<file path="config.mk">
export PLATFORM = sky130hd
export DESIGN_NAME = byte_sequence_reorder_receiver_flat
export DESIGN_NICKNAME = d
export VERILOG_FILES = /design/src/hw/rtl/rsr_pkg.sv /design/src/hw/rtl/rsr_in_if.sv /design/src/hw/rtl/rsr_out_if.sv /design/src/hw/rtl/byte_sequence_reorder_receiver.sv /design/src/hw/rtl/rsr_cell.sv /design/src/hw/rtl/rsr_chain.sv /design/src/flat_wrapper.sv
export VERILOG_INCLUDE_DIRS = /design/src /design/src/hw/rtl
export SDC_FILE = /design/constraint.sdc
export NUM_CORES = 2
export LEC_CHECK = 0
export ABC_AREA = 1
export BUFFER_PORTS_ARGS = -buffer_cell sky130_fd_sc_hd__buf_2
export CAP_MARGIN = 10
export CORE_AREA = 3 3 422 424
export DETAILED_ROUTE_END_ITERATION = 10
export DIE_AREA = 0 0 425 427
export GPL_TIMING_DRIVEN = 0
export HOLD_SLACK_MARGIN = 0.1
export SLEW_MARGIN = 5
export SYNTH_ARGS = -nofsm -noshare
export SYNTH_HDL_FRONTEND = slang
export SYNTH_HIERARCHICAL = 1
export SYNTH_SLANG_ARGS = --single-unit
</file>
<file path="constraint.sdc">
create_clock -name clk -period 11.4 [get_ports clk]
set_input_delay 2.28 -clock clk [delete_from_list [all_inputs] [get_ports clk]]
set_output_delay 2.28 -clock clk [all_outputs]
set_load 0.01 [all_outputs]
</file>
<file path="src/hw/rtl/byte_sequence_reorder_receiver_defines.svh">
// ----------------------------------------------------------------------------
// Reorder receiver assertion macros
// Shared concurrent assertion wrappers for the reorder receiver RTL.
// ----------------------------------------------------------------------------
`ifndef BYTE_SEQUENCE_REORDER_RECEIVER_DEFINES_SVH
`define BYTE_SEQUENCE_REORDER_RECEIVER_DEFINES_SVH

// Checked only while the block is out of reset.
`define RSR_ASSERT(label, prop, msg) \
  label: assert property (@(posedge clk) disable iff (!rst_n) prop) else $error(msg);

// Checked at every edge, reset included.
`define RSR_ASSERT_ALWAYS(label, prop, msg) \
  label: assert property (@(posedge clk) prop) else $error(msg);

`endif

</file>
<file path="src/hw/rtl/rsr_pkg.sv">
// ----------------------------------------------------------------------------
// Reorder receiver package
// Slot count, status codes, state encoding and cell control types.
// ----------------------------------------------------------------------------
package rsr_pkg;

  localparam int SLOTS = 16;

  localparam logic [2:0] ST_INORDER = 3'd0;
  localparam logic [2:0] ST_STALE   = 3'd1;
  localparam logic [2:0] ST_BUFFER  = 3'd2;
  localparam logic [2:0] ST_DUP     = 3'd3;
  localparam logic [2:0] ST_FULL    = 3'd4;

  typedef enum logic [2:0] {
    S_IDLE  = 3'b001,
    S_DRAIN = 3'b010,
    S_EMIT  = 3'b100
  } rsr_state_t;

  // Broadcast to every cell in the chain.
  typedef struct packed {
    logic [31:0] key;
    logic        clr_hit;
    logic        wr;
    logic [31:0] wr_off;
    logic [15:0] wr_len;
  } rsr_cell_ctl_t;

  typedef struct packed {
    logic        hit;
    logic [15:0] len;
  } rsr_cell_stat_t;

  typedef struct packed {
    logic [SLOTS-1:0] hit_vec;
    logic             hit_any;
    logic             any_free;
    logic [15:0]      hit_len;
  } rsr_chain_stat_t;

endpackage

</file>
<file path="src/hw/rtl/rsr_in_if.sv">
// ----------------------------------------------------------------------------
// Reorder receiver input channel
// Valid/ready channel carrying one packet header per word.
// ----------------------------------------------------------------------------
interface rsr_in_if;
  logic        valid;
  logic        ready;
  logic [31:0] seq_num;
  logic [15:0] pkt_len;
  logic [31:0] total_len;

  modport source (output valid, output seq_num, output pkt_len, output total_len,
                  input ready);
  modport sink   (input valid, input seq_num, input pkt_len, input total_len,
                  output ready);
endinterface

</file>
<file path="src/hw/rtl/rsr_out_if.sv">
// ----------------------------------------------------------------------------
// Reorder receiver result channel
// Valid/ready channel carrying one ack word per packet header.
// ----------------------------------------------------------------------------
interface rsr_out_if;
  logic        valid;
  logic        ready;
  logic [31:0] ack_num;
  logic [2:0]  status;
  logic        done_res;

  modport source (output valid, output ack_num, output status, output done_res,
                  input ready);
  modport sink   (input valid, input ack_num, input status, input done_res,
                  output ready);
endinterface

</file>
<file path="src/hw/rtl/byte_sequence_reorder_receiver.sv">
// ----------------------------------------------------------------------------
// Byte sequence reorder receiver
// Tracks the next expected byte offset, buffers early segments and returns
// a cumulative ack for every packet header.
// ----------------------------------------------------------------------------
// One packet header is taken per word and one ack word comes back for it.
// Headers that are stale, duplicate, buffered or dropped pass from IDLE to
// EMIT and back to IDLE once their ack word is loaded. An in-order header
// passes through DRAIN first, releasing buffered segments: the drain walks the
// slot chain, retiring one matching segment per cycle by broadcasting the
// expected offset to all cells. The result sits in an output register, so a
// new header is accepted while an earlier ack word still waits to be taken.
// Slots start empty right after reset; no clearing pass is needed.
`include "byte_sequence_reorder_receiver_defines.svh"

module byte_sequence_reorder_receiver (
  input logic      clk,
  input logic      rst_n,
  rsr_in_if.sink   in_ch,
  rsr_out_if.source out_ch
);
  import rsr_pkg::*;

  rsr_state_t      state_r, state_nxt;
  logic [31:0]     exp_r, exp_nxt;
  logic [31:0]     total_r, total_nxt;
  logic            known_r, known_nxt;
  logic [2:0]      res_status_r, res_status_nxt;
  logic            out_valid_r, out_valid_nxt;
  logic [31:0]     out_ack_r;
  logic [2:0]      out_status_r;
  logic            out_done_r;
  logic            acc;
  logic            load_out;
  logic            in_order;
  logic            stale;
  rsr_cell_ctl_t   ctl;
  rsr_chain_stat_t cstat;

  assign in_ch.ready = (state_r == S_IDLE);
  assign acc         = in_ch.valid && in_ch.ready;
  assign in_order    = (in_ch.seq_num == exp_r);
  assign stale       = (in_ch.seq_num < exp_r);
  assign load_out    = (state_r == S_EMIT) && (!out_valid_r || out_ch.ready);

  always_comb begin
    ctl.key     = (state_r == S_IDLE) ? in_ch.seq_num : exp_r;
    ctl.clr_hit = (state_r == S_DRAIN);
    ctl.wr      = acc && !in_order && !stale && !cstat.hit_any;
    ctl.wr_off  = in_ch.seq_num;
    ctl.wr_len  = in_ch.pkt_len;
  end

  rsr_chain u_chain (
    .clk  (clk),
    .rst_n(rst_n),
    .ctl  (ctl),
    .stat (cstat)
  );

  always_comb begin
    state_nxt      = state_r;
    exp_nxt        = exp_r;
    total_nxt      = total_r;
    known_nxt      = known_r;
    res_status_nxt = res_status_r;
    case (state_r)
      S_IDLE: begin
        if (acc) begin
          if (!known_r) begin
            total_nxt = in_ch.total_len;
            known_nxt = 1'b1;
          end
          if (in_order) begin
            exp_nxt        = exp_r + {16'd0, in_ch.pkt_len};
            res_status_nxt = ST_INORDER;
            state_nxt      = S_DRAIN;
          end else begin
            if (stale) begin
              res_status_nxt = ST_STALE;
            end else if (cstat.hit_any) begin
              res_status_nxt = ST_DUP;
            end else if (cstat.any_free) begin
              res_status_nxt = ST_BUFFER;
            end else begin
              res_status_nxt = ST_FULL;
            end
            state_nxt = S_EMIT;
          end
        end
      end
      S_DRAIN: begin
        if (cstat.hit_any) begin
          exp_nxt = exp_r + {16'd0, cstat.hit_len};
        end else begin
          state_nxt = S_EMIT;
        end
      end
      S_EMIT: begin
        if (load_out) begin
          state_nxt = S_IDLE;
        end
      end
      default: begin
        state_nxt = S_IDLE;
      end
    endcase
  end

  always_comb begin
    out_valid_nxt = out_valid_r;
    if (load_out) begin
      out_valid_nxt = 1'b1;
    end else if (out_ch.ready) begin
      out_valid_nxt = 1'b0;
    end
  end

  always_ff @(posedge clk) begin
    if (!rst_n) begin
      state_r      <= S_IDLE;
      exp_r        <= 32'd0;
      total_r      <= 32'd0;
      known_r      <= 1'b0;
      res_status_r <= ST_INORDER;
      out_valid_r  <= 1'b0;
    end else begin
      state_r      <= state_nxt;
      exp_r        <= exp_nxt;
      total_r      <= total_nxt;
      known_r      <= known_nxt;
      res_status_r <= res_status_nxt;
      out_valid_r  <= out_valid_nxt;
    end
  end

  always_ff @(posedge clk) begin
    if (load_out) begin
      out_ack_r    <= exp_r;
      out_status_r <= res_status_r;
      out_done_r   <= known_r && (exp_r == total_r);
    end
  end

  assign out_ch.valid    = out_valid_r;
  assign out_ch.ack_num  = out_ack_r;
  assign out_ch.status   = out_status_r;
  assign out_ch.done_res = out_done_r;

  `RSR_ASSERT(a_single_match, $onehot0(cstat.hit_vec), "more than one slot matched the key")
  `RSR_ASSERT(a_drain_step, (state_r == S_DRAIN) && cstat.hit_any |=> exp_r == $past(exp_r + {16'd0, cstat.hit_len}), "drain step did not advance the expected offset")
  `RSR_ASSERT(a_status_range, out_valid_r |-> out_status_r <= ST_FULL, "result word carries an undefined status")
  `RSR_ASSERT_ALWAYS(a_reset_quiet, !rst_n |=> !out_valid_r && (state_r == S_IDLE), "block not quiet after reset")

endmodule

</file>
<file path="src/hw/rtl/rsr_cell.sv">
// ----------------------------------------------------------------------------
// Reorder receiver slot cell
// Holds one buffered segment; matches a broadcast key and claims a write
// when it is the first free cell along the chain.
// ----------------------------------------------------------------------------
module rsr_cell (
  input  logic                   clk,
  input  logic                   rst_n,
  input  rsr_pkg::rsr_cell_ctl_t ctl,
  input  logic                   taken_in,
  output logic                   taken_out,
  output rsr_pkg::rsr_cell_stat_t stat
);
  import rsr_pkg::*;

  logic        valid_r, valid_nxt;
  logic [31:0] off_r;
  logic [15:0] len_r;
  logic        hit;
  logic        grant;

  assign hit       = valid_r && (off_r == ctl.key);
  // A free cell claims the write only if no free cell sits before it.
  assign grant     = !valid_r && !taken_in;
  assign taken_out = taken_in | !valid_r;

  assign stat.hit = hit;
  assign stat.len = hit ? len_r : 16'd0;

  always_comb begin
    valid_nxt = valid_r;
    if (ctl.wr && grant) begin
      valid_nxt = 1'b1;
    end else if (ctl.clr_hit && hit) begin
      valid_nxt = 1'b0;
    end
  end

  always_ff @(posedge clk) begin
    if (!rst_n) begin
      valid_r <= 1'b0;
    end else begin
      valid_r <= valid_nxt;
    end
  end

  always_ff @(posedge clk) begin
    if (ctl.wr && grant) begin
      off_r <= ctl.wr_off;
      len_r <= ctl.wr_len;
    end
  end

endmodule

</file>
<file path="src/hw/rtl/rsr_chain.sv">
// ----------------------------------------------------------------------------
// Reorder receiver slot chain
// Row of slot cells with a free-slot priority chain and a merged match result.
// ----------------------------------------------------------------------------
module rsr_chain (
  input  logic                    clk,
  input  logic                    rst_n,
  input  rsr_pkg::rsr_cell_ctl_t  ctl,
  output rsr_pkg::rsr_chain_stat_t stat
);
  import rsr_pkg::*;

  logic [SLOTS:0]   taken;
  rsr_cell_stat_t   cell_stat [SLOTS];
  logic [SLOTS-1:0] hit_vec;
  logic [15:0]      len_or;

  assign taken[0] = 1'b0;

  for (genvar i = 0; i < SLOTS; i++) begin : g_cell
    rsr_cell u_cell (
      .clk      (clk),
      .rst_n    (rst_n),
      .ctl      (ctl),
      .taken_in (taken[i]),
      .taken_out(taken[i+1]),
      .stat     (cell_stat[i])
    );
    assign hit_vec[i] = cell_stat[i].hit;
  end

  // Stored offsets are unique, so at most one cell contributes a length.
  always_comb begin
    len_or = 16'd0;
    for (int i = 0; i < SLOTS; i++) begin
      len_or = len_or | cell_stat[i].len;
    end
  end

  assign stat.hit_vec  = hit_vec;
  assign stat.hit_any  = |hit_vec;
  assign stat.any_free = taken[SLOTS];
  assign stat.hit_len  = len_or;

endmodule
</file>
<file path="src/flat_wrapper.sv">
// flat-port wrapper written by rule: the top's interface ports become plain ports
module byte_sequence_reorder_receiver_flat import rsr_pkg::*;
  (clk, rst_n, in_ch_valid, in_ch_seq_num, in_ch_pkt_len, in_ch_total_len, in_ch_ready, out_ch_valid, out_ch_ack_num, out_ch_status, out_ch_done_res, out_ch_ready);
  rsr_in_if in_ch_i ();
  rsr_out_if out_ch_i ();
  input logic clk;
  input logic rst_n;
  input wire logic [$bits(in_ch_i.valid)-1:0] in_ch_valid;
  input wire logic [$bits(in_ch_i.seq_num)-1:0] in_ch_seq_num;
  input wire logic [$bits(in_ch_i.pkt_len)-1:0] in_ch_pkt_len;
  input wire logic [$bits(in_ch_i.total_len)-1:0] in_ch_total_len;
  output wire logic [$bits(in_ch_i.ready)-1:0] in_ch_ready;
  output wire logic [$bits(out_ch_i.valid)-1:0] out_ch_valid;
  output wire logic [$bits(out_ch_i.ack_num)-1:0] out_ch_ack_num;
  output wire logic [$bits(out_ch_i.status)-1:0] out_ch_status;
  output wire logic [$bits(out_ch_i.done_res)-1:0] out_ch_done_res;
  input wire logic [$bits(out_ch_i.ready)-1:0] out_ch_ready;
  assign in_ch_i.valid = in_ch_valid;
  assign in_ch_i.seq_num = in_ch_seq_num;
  assign in_ch_i.pkt_len = in_ch_pkt_len;
  assign in_ch_i.total_len = in_ch_total_len;
  assign in_ch_ready = in_ch_i.ready;
  assign out_ch_valid = out_ch_i.valid;
  assign out_ch_ack_num = out_ch_i.ack_num;
  assign out_ch_status = out_ch_i.status;
  assign out_ch_done_res = out_ch_i.done_res;
  assign out_ch_i.ready = out_ch_ready;
  byte_sequence_reorder_receiver u_core (.clk(clk), .rst_n(rst_n), .in_ch(in_ch_i), .out_ch(out_ch_i));
endmodule
</file>
# [After elaboration in Yosys (flattened, before gate mapping)]
# Index checks and enable logic that the tools add are counted.
[word_totals] ff_bits=892 latch_bits=0 ram_bits=0 rom_bits=0 inputBits=84 output_inout_bits=38 elab_cells=308 n_memories=0
[op_classes] add_sub_neg=2 n_mul=0 div=0 order_cmp=1 n_eq_ne=26 n_shift=0 n_mux=64 bitwise=31 n_reduce_logical=127
[ops] cell="== test 32 bit" count=18
[ops] cell="two-way mux 16 bit" count=16
[ops] cell="bitwise OR 16 bit" count=15
[ops] cell="two-way mux 32 bit" count=4
[ops] cell="logical AND 1 bit" count=69
[ops] cell="adder 32 x 16 -> 32 bit" count=2
[ops] cell="one-hot mux 32 bit (2 select lines)" count=1
[ops] cell="nonzero test 2 bit" count=18
[ops] cell="zero test 1 bit" count=34
[ops] cell="two-way mux 1 bit" count=34
[ops] cell="less-than comparator 32 bit" count=1
[ops] cell="two-way mux 3 bit" count=8
[ops] cell="OR reduction 16 bit" count=1
[ops] cell="bitwise OR 1 bit" count=15
[ops] cell="one-hot mux 3 bit (3 select lines)" count=1
[ops] cell="inequality test 2 bit (second input constant)" count=3
[ops] cell="AND reduction 3 bit" count=2
[ops] cell="inequality test 2 x 1 -> 1 bit (second input constant)" count=2
[ops] cell="AND reduction 4 bit" count=1
[ops] cell="== test 3 x 1 -> 1 bit (second input constant)" count=1
[ops] cell="== test 3 x 2 -> 1 bit (second input constant)" count=1
[ops] cell="== test 3 bit (second input constant)" count=1
[ops] cell="AND reduction 2 bit" count=1
[ops] cell="logical OR 1 bit" count=1
[ops] cell="NOT 1 bit" count=1

# [Depth between registers and ports, before layout]
[depth] depth_word=23 ltp_mapped=37 mapped_depth_nobuf=36

# [By module]
# Netlist, hierarchy kept.
[by_module_without_submodules] mod="rsr_cell" instances=16 cells_per_inst=227 area_per_inst_um2=2258.4 seq_area_each_um2=1461.4
[by_module_without_submodules] mod="byte_sequence_reorder_receiver" instances=1 cells_per_inst=900 area_per_inst_um2=6572.6 seq_area_each_um2=2522.4
[by_module_without_submodules] mod="rsr_chain" instances=1 cells_per_inst=257 area_per_inst_um2=968.4 seq_area_each_um2=0.0

# [Least setup slack after synthesis]
# No wires, ideal clock.
[synth_path] path_type="input to register" start="input in_ch_seq_num[0]" end="register u_core.u_chain.g_cell[10].u_cell.len_r[0], enable pin" setup_ps=513 arrival_ps=8969 t_required_ps=10887 setup_slack_ps=1918 stages=19 path_buffers=1 cell_sequence="inv_1 o21ai_0 nand2_1 nand2_1 nor2_1 nand2_1 nor2_2 nand3_1 nor2_4 buf_4 nor2_1 nand2_1 nor2_1 nand2_1 inv_1 nand2_1 nor2_1 inv_1 nor3_1"
[synth_lines] item="start: declaration" line="flat_wrapper.sv:9" rtl="input wire logic [$bits(in_ch_i.seq_num)-1:0] in_ch_seq_num;"
[synth_lines] item="end signal: assignment" line="rsr_cell.sv:50" rtl="len_r <= ctl.wr_len;"
[synth_lines] item="end: declaration" line="rsr_cell.sv:18" rtl="logic [15:0] len_r;"

==> flow_summary.json <==
{
  "outcome": "finished clean",
  "nFillCells": 18100,
  "start_kind": "primary input",
  "cp_num_buf_inv": 9,
  "layout_commonest_cell": "sky130_fd_sc_hd__nand2_1",
  "numPortBuffers": 121,
  "tritoncts": "built",
  "wirelength_um": 129000,
  "powerDensity_nw_per_um2": 148,
  "largest_net_degree_at_the_start_of_global_routing": 33,
  "cell_mode_on_critical_path": "sky130_fd_sc_hd__nand2_1",
  "post-place-ws_ns": 3.86,
  "routedWlPerCell_um": 17.2,
  "worst-path-stages": 24,
  "globalplace.congestion": 0.911,
  "numPlacedInstances": 7352,
  "setup_viol": 0,
  "top_level_ports": 122,
  "critical_path_arrival_ns": 7.25,
  "combined_global_route_utilization_of_all_metal_layers": 0.140,
  "floorplan.die_area_sq_um": 181000,
  "drv_cap": 0,
  "vias": 31600,
  "cts-root-to-sink-buffers": 3,
  "grt_first_pass_wirelength_um": 189000,
  "clkSlewWorstSetupHoldPaths_ns": 0.06,
  "tritoncts_buffer_count": 91,
  "multiInputGateArea_sq_um": 13800,
  "setup.worst_path.start": "in_ch_seq_num[0]",
  "setup_slack_ns": 4.52,
  "p_leak_nw": 21.9,
  "tns_ns": 0,
  "tightestPinTransition_ns": 1.11,
  "reg2reg_start": "u_core/state_r[2]$_SDFFE_PN0P_",
  "path_cells": "buf_2, inv_1, o21ai_4, buf_16, nand2_1, nand2_1, nor2_1, nand2_1, nor2_2, nand3_1, nor2_4, buf_4, nor2_1, nand2_1, nor2_1, nand2_1, inv_1, nand2_1, nor2_1, buf_4, inv_1, nor3_2, buf_4, buf_4",
  "timing.fmax_mhz": 145,
  "timing.final.crit_share": 0.604,
  "reg2regPathDepth": 35,
  "period_minus_slack_ns": 6.88,
  "timing.final.hold_violations": 0,
  "max_slew_margin": 0.259,
  "postSynth.asyncResetShare": 0,
  "ff2ff_setup_slack_ns": 4.74,
  "grt_pass1_vias": 30200,
  "synth_flop_cell": "sky130_fd_sc_hd__edfxtp_1",
  "synth_adder_area_share": 0.0142,
  "critical-path-slowest-cell": "sky130_fd_sc_hd__nor3_2",
  "antenna_violating_nets_post_route": 0,
  "synth.mux.area_fraction": 0,
  "post_synthesis_cell_type_count": 44,
  "synth.yosys.seq_area_share": 0.593,
  "critical_path.reg2reg.endpoint": "u_core/exp_r[26]$_SDFFE_PN0P_",
  "global_route.overflow_total": 0,
  "layout.nets": 5253,
  "cts-root-buf": "sky130_fd_sc_hd__clkbuf_16",
  "hp-class": "reg -> reg",
  "data_required_time_at_the_worst_endpoint_ns": 11.77,
  "yosys_warnings": 6,
  "synth-edff-count": 804,
  "mappedNetlistArea_sq_um": 43700,
  "die_height_um": 427,
  "dr.first_iter.drc_count": 2546,
  "post_synth_xor_area_fraction": 0.0319,
  "post_cts_resize_count": 0,
  "place_hpwl_um": 95400,
  "regArea_sq_um": 25900,
  "postCtsHoldBufs": 0,
  "yosys.area_share.simple": 0.219,
  "critPathCapture": "u_core/u_chain/g_cell[7].u_cell/off_r[3]$_DFFE_PP_",
  "per_instance_average_area_after_synthesis_sq_um": 9.12,
  "worstSetupPathType": "in -> reg",
  "die_width_um": 425,
  "detail_route.drc_violations": 0,
  "floorplan.initialDensity": 0.251,
  "worst_skew_pair.late_latency_ns": 0.69,
  "worstSetupEndpointType": "flop",
  "grt_setup_unrepaired": "no",
  "layout.cells.most_common_list": "sky130_fd_sc_hd__nand2_1, sky130_fd_sc_hd__inv_1, sky130_fd_sc_hd__edfxtp_1",
  "firstDrtPassIters": 5,
  "antenna_found_initial": 6,
  "fp-row-count": 153,
  "clock_h_tree_levels": 3,
  "drive_gt1_frac": 0.141,
  "fp.coreArea_sq_um": 174000,
  "areaGrowthSynthToFinish_pct": 19.1,
  "finalMaxSlewViolations": 0,
  "cts_num_sinks": 892,
  "route.detailed.vias_per_inst": 4.21,
  "crit_path_max_incr_delay_ns": 0.79,
  "postCtsSetupBuffers": 0,
  "synth-compound-area-share": 0.0424,
  "synth_top_family_by_area": "simple AND/OR/NAND/NOR gates",
  "critical_path_peak_fanout": 22,
  "power.ir.vdd_worst_uv": 134,
  "instances_no_fill": 7518,
  "postSynthRegisterBits": 892,
  "fin_worst_skew_ns": 0.0231,
  "crit_family": "simple AND/OR/NAND/NOR gates",
  "number_of_instances_in_the_synthesized_netlist": 4789
}
-- synthesized netlist by cell type, types with 22 or more instances --
master | n | area share
sky130_fd_sc_hd__a21oi_1 | 106 | 0.012
sky130_fd_sc_hd__dfxtp_1 | 88 | 0.040
sky130_fd_sc_hd__edfxtp_1 | 804 | 0.55
sky130_fd_sc_hd__ha_1 | 48 | 0.014
sky130_fd_sc_hd__inv_1 | 970 | 0.083
sky130_fd_sc_hd__nand2_1 | 1273 | 0.11
sky130_fd_sc_hd__nand3_1 | 91 | 0.010
sky130_fd_sc_hd__nor2_1 | 618 | 0.053
sky130_fd_sc_hd__nor2_2 | 181 | 0.026
sky130_fd_sc_hd__nor3_1 | 26 | 0.0030
sky130_fd_sc_hd__o21ai_0 | 139 | 0.016
sky130_fd_sc_hd__o21ai_1 | 52 | 0.0060
sky130_fd_sc_hd__o22ai_1 | 22 | 0.0032
sky130_fd_sc_hd__or2_2 | 48 | 0.0069
sky130_fd_sc_hd__xnor2_1 | 139 | 0.028
-- registers in the layout (all words and copies together), names as in the netlist --
register	cells
u_core/out_ch.valid	1
u_core/exp_r	32
u_core/out_ch.ack_num	32
u_core/u_chain/g_cell.u_cell/len_r	256
u_core/out_ch.done_res	1
u_core/u_chain/g_cell.u_cell/off_r	512
u_core/total_r	32
u_core/res_status_r	3
u_core/state_r	3
u_core/out_ch.status	3
u_core/u_chain/g_cell.u_cell/valid_r	16
u_core/known_r	1
-- cells by family after synthesis --
family / after synthesis
other: 1
flip-flops: 892
buffers and inverters: 1050
AND/OR/NAND/NOR: 2288
XOR/XNOR: 159
AO/OA/AOI/OAI: 350
adder cells (fa/ha/maj): 49
-- worst min path at each step --
stage / from / cells after the start / to / slack (ns)
after floorplan: u_core/res_status_r[0]$_SDFFE_PN0P_ / 0 / u_core/out_ch.status[0]$_DFFE_PP_ / 0.41
after global placement: u_core/res_status_r[1]$_SDFFE_PN0P_ / 0 / u_core/out_ch.status[1]$_DFFE_PP_ / 0.42
after detailed placement: u_core/res_status_r[0]$_SDFFE_PN0P_ / 0 / u_core/out_ch.status[0]$_DFFE_PP_ / 0.43
after CTS: u_core/res_status_r[0]$_SDFFE_PN0P_ / 0 / u_core/out_ch.status[0]$_DFFE_PP_ / 0.44
after global routing: u_core/res_status_r[1]$_SDFFE_PN0P_ / 0 / u_core/out_ch.status[1]$_DFFE_PP_ / 0.46
final: u_core/res_status_r[1]$_SDFFE_PN0P_ / 0 / u_core/out_ch.status[1]$_DFFE_PP_ / 0.44
-- final cells by class --
cell class,count,share of cell area
multi-input cells,2849,0.266
inverters,990,0.0722
diodes,3,0.000144
plain buffers,60,0.0111
clock buffers,115,0.0473
flip-flops and latches,892,0.498
clock inverters,48,0.00958
repair buffers,236,0.0394
well taps,2325,0.0559
-- metal layers --
| metal | global-route usage | routed length (um) |
|---|---|---|
| met2 | 0.245 | 63500 |
| met3 | 0.0200 | 7500 |
| met1 | 0.173 | 53300 |
| met5 | 0 | 0 |
| met4 | 0.0546 | 5110 |
-- stage by stage --
| step | utilization | total power [mW] | hold WS (ns) | cell area, sq um |
|---|---|---|---|---|
| finish | 0.298 | 7.70 | 0.443 | 52000 |
| global route | 0.298 | 8.01 | 0.457 | 52000 |
| global placement | 0.271 | 4.71 | 0.424 | 47200 |
| floorplan | - | 4.30 | 0.409 | 43700 |
| CTS | 0.298 | 7.77 | 0.442 | 52000 |
| detailed placement | 0.281 | 4.76 | 0.425 | 49000 |
-- power by group --
group	leakage (nW)	internal, mW	switching (mW)
Combinational	12.5	0.352	0.709
Sequential	7.96	3.60	0.0259
Clock	1.43	1.73	1.28
(Power assumes the default switching activity.)
